File: src/rtl/cartesian_to_polar_macros.svh
// ----------------------------------------------------------------------------
// Assertion macros for the cartesian-to-polar converter
// Concurrent assertion wrappers; they expand to nothing in synthesis builds.
// ----------------------------------------------------------------------------
`ifndef CARTESIAN_TO_POLAR_MACROS_SVH
`define CARTESIAN_TO_POLAR_MACROS_SVH
`ifndef SYNTHESIS
// Assertion sampled on the rising clock edge and switched off during reset.
`define C2P_ASSERT(lbl, clk, rst_n, prop, msg) \
  lbl: assert property (@(posedge clk) disable iff (!rst_n) (prop)) else $error(msg);
// Assertion that must also hold while reset is applied.
`define C2P_ASSERT_ALWAYS(lbl, clk, prop, msg) \
  lbl: assert property (@(posedge clk) (prop)) else $error(msg);
`else
`define C2P_ASSERT(lbl, clk, rst_n, prop, msg)
`define C2P_ASSERT_ALWAYS(lbl, clk, prop, msg)
`endif
`endif

File: src/rtl/c2p_pkg.sv
`timescale 1ns / 1ps
// ----------------------------------------------------------------------------
// c2p_pkg
// Widths, constants, control types and the arctangent table shared by the
// cartesian-to-polar converter.
// ----------------------------------------------------------------------------
package c2p_pkg;

  localparam int COORD_WIDTH  = 16;
  localparam int ANGLE_WIDTH  = 16;

  // CORDIC iterations and angle accumulator (binary angle, 2pi = 2^ACC_W).
  localparam int CORDIC_STEPS = 32;
  localparam int STEP_IDX_W   = $clog2(CORDIC_STEPS);
  localparam int ACC_W        = 32;

  // Coordinates are scaled up before the rotations so that the truncation of
  // the shifted terms stays far below one angle LSB.
  localparam int PRESHIFT     = 60 - COORD_WIDTH;
  // The rotated vector grows by the CORDIC gain (about 1.65) and by up to
  // sqrt(2) for a corner point; two guard bits hold that.
  localparam int CW           = COORD_WIDTH + PRESHIFT + 2;

  localparam int SQ_W         = 2 * COORD_WIDTH;
  localparam int REM_W        = COORD_WIDTH + 1;
  localparam int ANGLE_SHIFT  = ACC_W - ANGLE_WIDTH;

  localparam logic [ACC_W-1:0] ACC_HALF_TURN = {1'b1, {(ACC_W-1){1'b0}}};

  typedef struct packed {
    logic valid;
    logic origin;
  } c2p_ctl_t;

  // atan(2^-i) in units of 2pi/2^32.
  function automatic logic [ACC_W-1:0] atan_lut(input logic [STEP_IDX_W-1:0] idx);
    logic [ACC_W-1:0] val;
    case (idx)
      5'd0:    val = 32'h2000_0000;
      5'd1:    val = 32'h12E4_051E;
      5'd2:    val = 32'h09FB_385B;
      5'd3:    val = 32'h0511_11D4;
      5'd4:    val = 32'h028B_0D43;
      5'd5:    val = 32'h0145_D7E1;
      5'd6:    val = 32'h00A2_F61E;
      5'd7:    val = 32'h0051_7C55;
      5'd8:    val = 32'h0028_BE53;
      5'd9:    val = 32'h0014_5F2F;
      5'd10:   val = 32'h000A_2F98;
      5'd11:   val = 32'h0005_17CC;
      5'd12:   val = 32'h0002_8BE6;
      5'd13:   val = 32'h0001_45F3;
      5'd14:   val = 32'h0000_A2F9;
      5'd15:   val = 32'h0000_517D;
      5'd16:   val = 32'h0000_28BE;
      5'd17:   val = 32'h0000_145F;
      5'd18:   val = 32'h0000_0A30;
      5'd19:   val = 32'h0000_0518;
      5'd20:   val = 32'h0000_028C;
      5'd21:   val = 32'h0000_0146;
      5'd22:   val = 32'h0000_00A3;
      5'd23:   val = 32'h0000_0051;
      5'd24:   val = 32'h0000_0029;
      5'd25:   val = 32'h0000_0014;
      5'd26:   val = 32'h0000_000A;
      5'd27:   val = 32'h0000_0005;
      5'd28:   val = 32'h0000_0003;
      5'd29:   val = 32'h0000_0001;
      5'd30:   val = 32'h0000_0001;
      default: val = 32'h0000_0000;
    endcase
    return val;
  endfunction

endpackage

File: src/rtl/c2p_isqrt.sv
`timescale 1ns / 1ps
// ----------------------------------------------------------------------------
// c2p_isqrt
// Sum of squares and digit-by-digit integer square root, one result bit per
// stage, padded to the depth of the CORDIC pipeline.
// ----------------------------------------------------------------------------
module c2p_isqrt (
  input  logic                                 clk_i,
  input  logic                                 en_i,
  input  logic [c2p_pkg::SQ_W-1:0]             sqx_i,
  input  logic [c2p_pkg::SQ_W-1:0]             sqy_i,
  output logic [c2p_pkg::COORD_WIDTH-1:0]      root_o,
  output logic [c2p_pkg::REM_W-1:0]            rem_o
);

  localparam int N     = c2p_pkg::COORD_WIDTH;
  localparam int SQ_W  = c2p_pkg::SQ_W;
  localparam int REM_W = c2p_pkg::REM_W;
  localparam int STEPS = c2p_pkg::CORDIC_STEPS;

  // Radicand bits still to be consumed, partial root and remainder.
  logic [SQ_W-1:0]   v_q   [N-1];
  logic [N-1:0]      r_q   [STEPS];
  logic [REM_W-1:0]  rem_q [STEPS];

  for (genvar k = 0; k < STEPS; k++) begin : g_stage
    logic [N-1:0]      r_d;
    logic [REM_W-1:0]  rem_d;

    if (k < N) begin : g_digit
      logic [SQ_W-1:0]   v_in;
      logic [N-1:0]      r_in;
      logic [REM_W-1:0]  rem_in;
      logic [REM_W+1:0]  rem_sh, trial;
      logic              ge;

      if (k == 0) begin : g_head
        assign v_in   = sqx_i + sqy_i;
        assign r_in   = '0;
        assign rem_in = '0;
      end else begin : g_tail
        assign v_in   = v_q[k-1];
        assign r_in   = r_q[k-1];
        assign rem_in = rem_q[k-1];
      end

      // Bring down the next two radicand bits and try root bit one.
      assign rem_sh = {rem_in, v_in[SQ_W-1 -: 2]};
      assign trial  = {1'b0, r_in, 2'b01};
      assign ge     = rem_sh >= trial;
      assign rem_d  = ge ? REM_W'(rem_sh - trial) : REM_W'(rem_sh);
      assign r_d    = {r_in[N-2:0], ge};

      if (k < N - 1) begin : g_shift
        always_ff @(posedge clk_i) begin
          if (en_i) begin
            v_q[k] <= v_in << 2;
          end
        end
      end
    end else begin : g_pad
      assign r_d   = r_q[k-1];
      assign rem_d = rem_q[k-1];
    end

    always_ff @(posedge clk_i) begin
      if (en_i) begin
        r_q[k]   <= r_d;
        rem_q[k] <= rem_d;
      end
    end
  end

  assign root_o = r_q[STEPS-1];
  assign rem_o  = rem_q[STEPS-1];

endmodule

File: config.mk
export PLATFORM = sky130hd
export DESIGN_NAME = c2p_isqrt
export DESIGN_NICKNAME = d
export VERILOG_FILES = /design/src/rtl/cartesian_to_polar_macros.svh /design/src/rtl/c2p_pkg.sv /design/src/rtl/c2p_isqrt.sv
export SDC_FILE = /design/constraint.sdc
export NUM_CORES = 1
export LEC_CHECK = 0
export BUFFER_PORTS_ARGS = -buffer_cell sky130_fd_sc_hd__buf_2
export CAP_MARGIN = 20
export CORE_UTILIZATION = 55
export CTS_CLUSTER_SIZE = 25
export DETAILED_ROUTE_END_ITERATION = 16
export HOLD_SLACK_MARGIN = 0.12
export PLACE_DENSITY = 0.75
export SYNTH_ARGS = -nofsm -noshare
export SYNTH_HDL_FRONTEND = slang
export SYNTH_SLANG_ARGS = --single-unit
File: constraint.sdc
create_clock -name clk_i -period 2.95 [get_ports clk_i]
set_input_delay 0.4425 -clock clk_i [delete_from_list [all_inputs] [get_ports clk_i]]
set_output_delay 0.4425 -clock clk_i [all_outputs]
set_load 0.02 [all_outputs]
==> After elaboration in Yosys (flattened, before gate mapping) <==
Memories as Yosys holds them, arrays and structs flattened.
Index checks and enable logic that the tools add are counted.
{ "word_totals": {"register_bits": 0, "ramBits": 1506, "inputBits": 66, "word_cells": 54, "mem_count": 3} }
{ "mem_list": {"columns": ["name", "depth", "word_bits", "rd", "rd_clocked_by_memory_dff", "wr", "line_no", "source"], "rows": [
  ["rem_q", 32, 17, 32, 0, 32, "c2p_isqrt.sv:24", "logic [REM_W-1:0] rem_q [STEPS];"],
  ["r_q", 32, 16, 32, 0, 32, "c2p_isqrt.sv:23", "logic [N-1:0] r_q [STEPS];"],
  ["v_q", 15, 30, 15, 0, 15, "c2p_isqrt.sv:22", "logic [SQ_W-1:0] v_q [N-1];"]
]} }
{ "op_classes": {"addsub": 17, "n_lt_le_gt_ge": 16, "n_mux": 18} }
{ "op_table": {"columns": ["op", "count"], "rows": [
  ["19-bit by 18-bit >= comparator with 1-bit output", 15],
  ["17-bit 2-to-1 mux", 16],
  ["17-bit subtractor", 15],
  ["32-bit adder", 1],
  ["2-bit by 1-bit subtractor with 3-bit output (second input constant)", 1],
  ["2-bit by 1-bit >= comparator with 1-bit output (second input constant)", 1],
  ["1-bit 2-to-1 mux", 2]
]} }

==> Depth between registers and ports, before layout <==
Gate-level depths: netlist (run 1).
{ "depth": {"depth_word": 3, "depth_mapped": 13, "mapped_depth_nobuf": 11} }

==> Worst setup path before layout (run 1) <==
No wires, ideal clock.
{ "synth_timing": {"path_type": "reg2reg", "startpoint": "mem rem_q[0][239] in the netlist's numbering", "endpoint": "mem rem_q[0][263] in the netlist's numbering, data pin", "setup_ns": 0.260, "t_arrival_ns": 2.457, "required_ns": 2.690, "path_slack_ns": 0.233, "stages_incl_launch_ff": 12, "path_buffers": 2, "cell_sequence": "edfxtp_1 > ha_1 > a21oi_1 > nand2_1 > a221oi_2 > o31ai_2 > a41oi_1 > a211o_1 > o21a_1 > buf_6 > buf_6 > mux2_4"} }
{ "synth_rtl": {"columns": ["item", "line_no"], "rows": [
  ["start, declared", "c2p_isqrt.sv:24"]
]} }

==> results.ini, run 1 <==
[cts]
root_buffer = clkbuf_16
clk_latency_ns = 0.69
cts_tree = done
cts.path.max_buffers = 3
cts_buffers = 111
htreeDepth = 3
clk_pin_slew_ns = 0.06
cts_sinks = 1158

[routing]
routed_wl_um = 78400
dr.first_iter.drc_count = 1566
avgViaCountPerCell = 5.42
wl_per_cell_um = 17.6
vias = 24200
first_pass_iters = 5
ant_nets = 0
drc = 0

[logic_synthesis]
synthTopCellsByArea = edfxtp_1 75%, ha_1 5.0%, xnor2_1 2.2%
ys_dominant_reg_cell = edfxtp_1
synthArstFlopShare_pct = 0
ys_ff_latch = 1158
syn-cell-area_um2 = 46600
seq_area_frac_synth_pct = 74.7
synth_top_area_share_pct = 74.7
synth_nets = 3194
syn_inst = 2942
synth_edf_count = 1158
yosysTopAreaCell = edfxtp_1
yosysWarningCount = 0
synth.avg_cell_area_um2 = 15.8
yosysUniqueCellTypes = 84

[place]
portBuffers = 98
preCtsSetupSlack_ns = -0.0585
routabilityCongestion = 0.901
hpwl_um = 51300

[cells_and_area]
drive_above_1_share_pct = 13.2
syn2layout_area_growth_pct = 14.5
most-common-layout-cells = 1158 x edfxtp_1, 206 x inv_1, 181 x ha_1, 168 x nor2_1, 168 x a21oi_1
fillers = 5878
diodes = 0
nets = 3489
final_common_cell = edfxtp_1

[critical_path]
critPathBufInv = 2
required_ns = 3.34
cp-end-kind = flip-flop
path_class = reg2reg
worst_ep_arrival_time_ns = 3.23
worstPathCellList = inv_1 -> ha_1 -> buf_4 -> nor2b_1 -> o31a_1 -> o31ai_1 -> a21oi_1 -> a31o_1 -> a31oi_1 -> xnor2_1 -> mux2_1
crit_family = compound AO/OA/AOI/OAI gates
cp_slowest_cell = edfxtp_1
critical_path.max_stage_delay_ns = 0.38
critPathMaxFanout = 4
critPathLaunchType = flip-flop

[timing]
finalSetupViolations = 0
period_minus_slack_ns = 2.83
worst_slack_ns = 0.115
maxSlewHeadroom_pct = 56.4
fin_hold_ws_ns = 0.254
hold_viol = 0
max_freq_mhz = 353
report.final.slew_viol_count = 0
rsz0062_at_grt = true
fin_worst_skew_ns = 0.0449
post-route-period-util_pct = 96.1
worst_pin_slew_ns = 0.654

[grt]
grt_pass1_wl_um = 125000
grt_pass1_vias = 24600
overflow = 0
grt.total_usage_pct = 18.3
grt_max_degree = 98
antenna_found_initial = 0

[outcome]
outcome = finished clean

[die]
die_w_um = 293
fp.dieH_um = 293
io_pins = 99
initial_core_util_pct = 55.6
coreArea_um2 = 83700
rows = 106
dieArea_um2 = 85800

[power]
pwr-share-comb_pct = 12.6
clkPwrFrac_pct = 35.2
p_leak_nw = 20.0
p_int_w = 0.0305
peakVddDrop_mv = 0.576
p_sw_w = 0.00972
power_density_nw_per_um2 = 755
p_sw_share_pct = 24.1
seqPwrFrac_pct = 52.3

[run]
maxCapViolCount = 0

[worst_hold_path]
min-delay-path-class = in2reg

## power groups by stage
stage               clock, W  sequential, W  combinational (W)
detailed placement         0         0.0214            0.00490
global route          0.0152         0.0212            0.00560
finish                0.0142         0.0210            0.00506
floorplan                  0         0.0211            0.00338
global placement           0         0.0213            0.00475
CTS                   0.0145         0.0211            0.00495
## path summary, 6_finish.rpt
kind	depth (start not counted)	startpoint	slack [ns]	to
worst max-delay path	11	r_q[14][0]	0.12	rem_q[0][271]
worst min-delay path	1	en_i	0.25	r_q[2][2]
worst max register to register	11	r_q[14][0]	0.12	rem_q[0][271]
worst min register to register	0	v_q[0][44]	0.39	v_q[0][76]
## cell families after synthesis
group           count (synthesis)  share of synthesized area (%)
compound gates                485                           6.65
buf+inv                       246                           2.09
flops                        1158                           74.7
other cells                     1                        0.00805
simple gates                  614                           6.53
fa+ha+maj                     186                           5.01
xor+xnor                      203                           3.82
mux                            49                           1.20
## repair_timing
action,CTS,global route
setup endpoints to repair,9,62
pin swaps,0,8
setup buffers,0,8
hold buffers,2,0
gates cloned,0,2
gates resized for setup,1,20
endpoints found under the hold margin,1,0
## state kept, by name, indices dropped and copies added, names as in the netlist
name   count
v_q      240
r_q      392
rem_q    526
## routing by layer
layer  part of all wire (%)  vias up  GRT usage (%)
li1                       -    11700              -
met1                     41    11800           21.8
met2                     52      585           33.4
met3                    4.0      163           2.65
met4                    3.1        0           6.92
met5                      0        -              0
## Yosys cell counts (9+ instances only)
| master | n |
|---|---|
| o211ai_1 | 9 |
| buf_2 | 9 |
| mux2_1 | 26 |
| o21ai_0 | 55 |
| nand2_1 | 128 |
| mux2i_1 | 11 |
| nand3_1 | 46 |
| inv_1 | 206 |
| nor4_1 | 36 |
| nand2b_1 | 30 |
| xor2_1 | 88 |
| nor2_1 | 168 |
| nor3_1 | 61 |
| o21a_1 | 40 |
| or2_2 | 14 |
| and3_1 | 13 |
| a21o_1 | 39 |
| or3_1 | 24 |
| a21oi_1 | 171 |
| o21bai_1 | 14 |
| xnor2_1 | 115 |
| o21ai_1 | 52 |
| nand4_1 | 26 |
| ha_1 | 185 |
| o31ai_1 | 13 |
| a31oi_1 | 11 |
| edfxtp_1 | 1158 |
| nor2b_1 | 27 |
| clkbuf_1 | 17 |
## per-stage QoR
| step | utilization [%] | setup TNS, ns | cell area (µm²) | cells | total power, W |
|---|---|---|---|---|---|
| floorplan | - | 0 | 46600 | 2942 | 0.0244 |
| global placement | 59.0 | 0 | 49300 | 4246 | 0.0261 |
| detailed placement | 59.0 | -0.366 | 49300 | 4246 | 0.0263 |
| CTS | 63.4 | 0 | 53100 | 4457 | 0.0406 |
| global route | 63.7 | -0.568 | 53300 | 4467 | 0.0420 |
| finish | 63.7 | 0 | 53300 | 4467 | 0.0403 |
## final cells by class
cell class	count	area (µm²)	area share, %
inverters	212	796	1.49
repair buffers	216	1660	3.12
well taps	1134	1420	2.66
multi-input cells	1538	10900	20.5
flip-flops and latches	1158	34800	65.2
clock inverters	75	853	1.60
clock buffers	134	2860	5.37
Power figures use the tool's default switching activity.
==> run 2, diff against run 1 <==
--- a/config.mk
+++ b/config.mk
@@ -7,6 +7,7 @@
 export LEC_CHECK = 0
 export BUFFER_PORTS_ARGS = -buffer_cell sky130_fd_sc_hd__buf_2
 export CAP_MARGIN = 20
+export CORE_ASPECT_RATIO = 1.4
 export CORE_UTILIZATION = 55
 export CTS_CLUSTER_SIZE = 25
 export DETAILED_ROUTE_END_ITERATION = 16
==> run 2 against run 1 <==
Effect of this change:
- sequential power hardly changed
- critical path type unchanged
- clock-buffer cell count is 19 lower
- largest cell class unchanged
- flip-flop and latch count stayed put
- die area hardly changed
- non-clock buffer count is 18 higher
==> results.ini, run 2 (synthesis gave the netlist of run 1 again) <==
[cts]
htreeDepth = 3  ; unchanged
root_buffer = clkbuf_16
cts_sinks = 1158  ; unchanged
cts_tree = done
cts.path.max_buffers = 3  ; unchanged
cts_buffers = 104  ; -6.3%
clk_pin_slew_ns = 0.07  ; about the same
clk_latency_ns = 0.70  ; about the same

[grt]
grt.total_usage_pct = 18.7  ; +0.37 points
antenna_found_initial = 0  ; unchanged
use_met3_pct = 2.76  ; +0.11 points
grt_use_met1_pct = 20.0  ; -1.9 points
grt_pass1_wl_um = 126000  ; +0.30%
grt_pass1_vias = 25000  ; +1.5%
met2_usage_pct = 35.3  ; +1.9 points
grt_max_degree = 131  ; +34%
grt-busiest-layer = met2
overflow = 0  ; unchanged

[power]
peakVddDrop_mv = 0.478  ; -17%
power_w = 0.0397  ; -1.4%
p_leak_nw = 20.0  ; about the same
power_density_nw_per_um2 = 747  ; -1.1%

[critical_path]
critPathLaunch = r_q[14][6]
critPathMaxFanout = 9  ; +5
critPathLaunchType = flip-flop
cp-end-kind = flip-flop
path_class = reg2reg
required_ns = 3.39  ; +0.05 ns
r2r-start = r_q[14][6]
worst_ep_arrival_time_ns = 3.30  ; +0.07 ns

[cells_and_area]
largest_reg_flops = 526  ; unchanged
drive_above_1_share_pct = 13.9  ; +0.69 points
final_common_cell = edfxtp_1
fillers = 5800  ; -1.3%
regArea_um2 = 34800  ; unchanged
reg_top3 = rem_q x526, r_q x392, v_q x240
top_register = rem_q
multi_input_area_um2 = 10900  ; +0.17%
syn2layout_area_growth_pct = 14.2
diodes = 0  ; unchanged
nets = 3500  ; +0.32%
most-common-layout-cells = 1158 x edfxtp_1, 206 x inv_1, 180 x ha_1, 168 x nor2_1, 168 x a21oi_1

[timing]
post-route-period-util_pct = 97.2  ; +1.1 points
max_freq_mhz = 349  ; -1.1%
fin_setup_tns_ns = 0  ; unchanged
period_minus_slack_ns = 2.87  ; +0.0318 ns
maxSlewHeadroom_pct = 56.3  ; -0.10 points
hold_viol = 0  ; unchanged
report.final.slew_viol_count = 0  ; unchanged
finalSetupViolations = 0  ; unchanged
worst_pin_slew_ns = 0.650  ; -0.00444 ns
fin_worst_skew_ns = 0.0231  ; -0.0218 ns

[worst_hold_path]
min_from = en_i
min-delay-path-class = in2reg

[routing]
dr.first_iter.drc_count = 1432  ; -8.6%
routed_wl_um = 78900  ; +0.56%
first_pass_iters = 5  ; unchanged
avgViaCountPerCell = 5.51  ; +1.6%
vias = 24300  ; +0.35%
wl_per_cell_um = 17.9  ; +1.8%
ant_nets = 0  ; unchanged
drc = 0  ; unchanged

[place]
hpwl_um = 53400  ; +4.0%
portBuffers = 98  ; unchanged
routabilityCongestion = 0.877  ; -2.6%

[die]
dieArea_um2 = 85800  ; about the same
rows = 125  ; +18%
fp.dieH_um = 346  ; +18%
coreArea_um2 = 83400  ; -0.39%
die_w_um = 248  ; -15%
initial_core_util_pct = 55.8  ; +0.22 points
io_pins = 99  ; unchanged

[outcome]
outcome = finished clean

[run]
maxCapViolCount = 0  ; unchanged

## run 2: repair_timing
action,CTS,global route
buffers inserted,2,11
gates cloned,0,1
hold buffers,2,0
setup endpoints to repair,30,67
hold endpoints to repair,1,0
pin swaps,0,6
resized for setup,4,23
## run 2: layer usage
metal / part of all wire, % / vias to the layer above / wire length [µm]
met5: 0 / - / 0
met4: 4.4 / 0 / 3480
met3: 3.3 / 201 / 2610
met2: 55 / 551 / 43300
met1: 37 / 11800 / 29500
li1: - / 11700 / -
## run 2: worst paths after layout
check | slack [ns] | depth (start not counted) | to
worst min register to register | 0.40 | 0 | rem_q[1][212]
worst max-delay path | 0.08 | 9 | rem_q[0][271]
worst max register to register | 0.08 | 9 | rem_q[0][271]
worst min-delay path | 0.17 | 1 | rem_q[0][31]
## run 2: per-stage QoR
stage	hold slack [ns]	utilization (%)	area, µm²	cells	setup slack, ns
floorplan	0.400	-	46600	2942	0.233
global placement	0.401	59.3	49400	4205	-0.172
global route	0.160	63.8	53200	4412	-0.0191
detailed placement	0.405	59.3	49400	4205	-0.151
finish	0.172	63.8	53200	4412	0.0832
CTS	0.148	63.5	53000	4400	0.00164
## run 2: worst max-delay path, stage by stage, from the launching register on
cell and delay, ns:
edfxtp_1 0.53, inv_1 0.08, ha_2 0.38, nand2_1 0.11, o31ai_4 0.27, a41oi_2 0.16, a211o_1 0.35, o21a_2 0.26
buf_12 0.15, mux2_1 0.30
## run 2: power breakdown
group / switching (W) / internal (W) / leakage [nW]
registers: 0.000862 / 0.0202 / 11.2
logic: 0.00278 / 0.00228 / 7.11
clock network: 0.00602 / 0.00754 / 1.67
total: 0.00967 / 0.0301 / 20.0
## run 2: final cells by class
type,instances,area share (%)
clock inverter,76,1.60
clock buffer,115,4.97
tap,1079,2.54
sequential,1158,65.4
inverter,212,1.50
timing repair buffer,234,3.41
multi-input combinational,1538,20.6
==> run 3, diff against run 2 <==
==> constraint.sdc (replaced) <==
create_clock -name clk_i -period 2.95 [get_ports clk_i]
set_input_delay 0.1475 -clock clk_i [delete_from_list [all_inputs] [get_ports clk_i]]
set_output_delay 0.1475 -clock clk_i [all_outputs]
set_load 0.02 [all_outputs]
==> run 3 against run 2 <==
Effect of this change:
- core utilization rose by 0.56 points
- clock-buffer cell count fell by 1
- die area did not move
- largest cell class unchanged
==> results.ini, run 3 (synthesis gave the netlist of run 1 again) <==
[cells_and_area]
most-common-layout-cells = 1158 x edfxtp_1, 206 x inv_1, 182 x ha_1, 168 x a21oi_1, 167 x nor2_1
fillers = 5682  ; -2.0%
diodes = 0  ; unchanged
largest_reg_flops = 526  ; unchanged
final_common_cell = edfxtp_1
stdcell_count = 4444  ; +0.73%
drive_above_1_share_pct = 12.3  ; -1.6 points
nets = 3531  ; +0.89%
reg_top3 = rem_q x526, r_q x392, v_q x240
syn2layout_area_growth_pct = 15.2
regArea_um2 = 34800  ; unchanged
multi_input_area_um2 = 11000  ; +0.21%
top_register = rem_q

[cts]
clk_pin_slew_ns = 0.06  ; about the same
clk_latency_ns = 0.69  ; about the same
cts_tree = done
cts_buffers = 103  ; -0.96%
cts.path.max_buffers = 3  ; unchanged
cts_sinks = 1158  ; unchanged
htreeDepth = 3  ; unchanged
root_buffer = clkbuf_16

[routing]
wl_per_cell_um = 18.1  ; +1.4%
dr.first_iter.drc_count = 1366  ; -4.6%
avgViaCountPerCell = 5.53  ; +0.37%
vias = 24600  ; +1.1%
drc = 0  ; unchanged
first_pass_iters = 5  ; unchanged
ant_nets = 0  ; unchanged
routed_wl_um = 80600  ; +2.1%

[critical_path]
required_ns = 3.36  ; -0.03 ns
critical_path.max_stage_delay_ns = 0.39  ; -0.14 ns
cp_slowest_cell = edfxtp_1
cp-end-kind = flip-flop
r2r-start = r_q[11][6]
worstPathCellList = inv_1 -> ha_1 -> a21o_1 -> a21oi_1 -> a2bb2oi_2 -> o31ai_2 -> o31ai_2 -> nand3_1 -> buf_12 -> mux2_1
critPathLaunchType = flip-flop
worst_ep_arrival_time_ns = 3.33  ; +0.03 ns
path_class = reg2reg
critPathLaunch = r_q[11][6]
critPathMaxFanout = 22  ; +13
cp_common_cell = o31ai_2

[power]
p_int_w = 0.0306  ; +1.9%
p_leak_nw = 20.1  ; +0.58%
peakVddDrop_mv = 0.420  ; -12%
power_w = 0.0403  ; +1.6%
p_sw_w = 0.00972  ; +0.60%
pwr-share-comb_pct = 12.8  ; about the same
seqPwrFrac_pct = 52.3  ; -0.8 points
power_density_nw_per_um2 = 752  ; +0.71%
p_sw_share_pct = 24.1  ; -0.24 points
clkPwrFrac_pct = 34.9  ; +0.7 points

[grt]
grt.total_usage_pct = 18.8  ; +0.19 points
grt_max_degree = 118  ; -9.9%
grt_pass1_wl_um = 127000  ; +1.1%
antenna_found_initial = 0  ; unchanged
overflow = 0  ; unchanged
grt_pass1_vias = 25100  ; +0.44%

[timing]
fin_worst_skew_ns = 0.0333  ; +0.0102 ns
post-route-period-util_pct = 99.2  ; +2.0 points
period_minus_slack_ns = 2.93  ; +0.0594 ns
maxSlewHeadroom_pct = 54.6  ; -1.6 points
report.final.slew_viol_count = 0  ; unchanged
max_freq_mhz = 342  ; -2.0%
finalSetupViolations = 0  ; unchanged
hold_viol = 0  ; unchanged
worst_pin_slew_ns = 0.680  ; +0.0304 ns

[run]
maxCapViolCount = 0  ; unchanged

[die]
fp.dieH_um = 346  ; unchanged
die_w_um = 248  ; unchanged
coreArea_um2 = 83400  ; unchanged
rows = 125  ; unchanged
initial_core_util_pct = 55.8  ; unchanged
dieArea_um2 = 85800  ; unchanged
io_pins = 99  ; unchanged

[place]
portBuffers = 98  ; unchanged
routabilityCongestion = 0.891  ; +1.6%
dp_cells = 4164  ; -0.98%
hpwl_um = 52900  ; -0.94%

[worst_hold_path]
min-delay-path-class = in2reg
min_from = sqx_i[8]

[outcome]
outcome = finished clean

## run 3: changes by cell type in the layout (fill, tap and decap cells not counted), sizes merged
cell         change
bufinv           +7
dlygate4sd3     +78
clkinv           -2
inv              -3
clkbuf           -2
buf             -45
clkinvlp         -1
## run 3: stage by stage
step | utilization [%] | worst slack, ns | hold slack, ns | cell area [µm²] | setup TNS [ns]
after detailed placement | 58.8 | -0.0380 | 0.405 | 49000 | -0.190
final | 64.3 | 0.0238 | 0.183 | 53600 | 0
after CTS | 64.1 | 0.00701 | 0.122 | 53400 | 0
after floorplan | - | 0.233 | 0.260 | 46600 | 0
after global routing | 64.3 | -0.0403 | 0.187 | 53600 | -0.127
after global placement | 58.8 | -0.00718 | 0.401 | 49000 | -0.00718
## run 3: layout make-up
class                      count  area share (%)
timing repair buffer         266            3.94
inverter                     212            1.48
clock inverter                77            1.90
multi-input combinational   1538            20.4
clock buffer                 114            4.88
sequential                  1158            64.8
tap                         1079            2.52
## run 3: final timing paths
| kind | to | slack [ns] | cells after the start |
|---|---|---|---|
| setup reg to reg | rem_q[0][209] | 0.02 | 10 |
| hold reg to reg | rem_q[1][1] | 0.39 | 0 |
| setup / recovery | rem_q[0][209] | 0.02 | 10 |
| hold / removal | v_q[0][9] | 0.18 | 4 |
## run 3: timing repair
item,4_1_cts,5_1_grt
endpoints found under the setup margin,6,58
pin swaps,1,8
hold endpoints to repair,62,0
hold buffers,80,0
setup buffers,0,9
resized for setup,3,28
## run 3: per-layer routing
| layer | track usage, % | up-vias | wire length [µm] |
|---|---|---|---|
| met3 | 2.73 | 194 | 2880 |
| li1 | - | 11800 | - |
| met2 | 35.8 | 634 | 44400 |
| met4 | 8.31 | 0 | 3300 |
| met1 | 20.3 | 12000 | 30000 |
| met5 | 0 | - | 0 |
## run 3: worst max-delay path: cells and delay by family (launching register included)
family | cells | cell delay, ns
compound gates | 5 | 1.11
flops | 1 | 0.39
simple gates | 1 | 0.18
mux | 1 | 0.34
fa+ha+maj | 1 | 0.35
buf+inv | 2 | 0.28
## run 3: power by group through the flow
stage	clock [W]	sequential (W)	combinational (W)
floorplan	0	0.0211	0.00338
global placement	0	0.0214	0.00468
detailed placement	0	0.0214	0.00483
CTS	0.0144	0.0211	0.00503
global route	0.0150	0.0213	0.00567
finish	0.0141	0.0211	0.00517
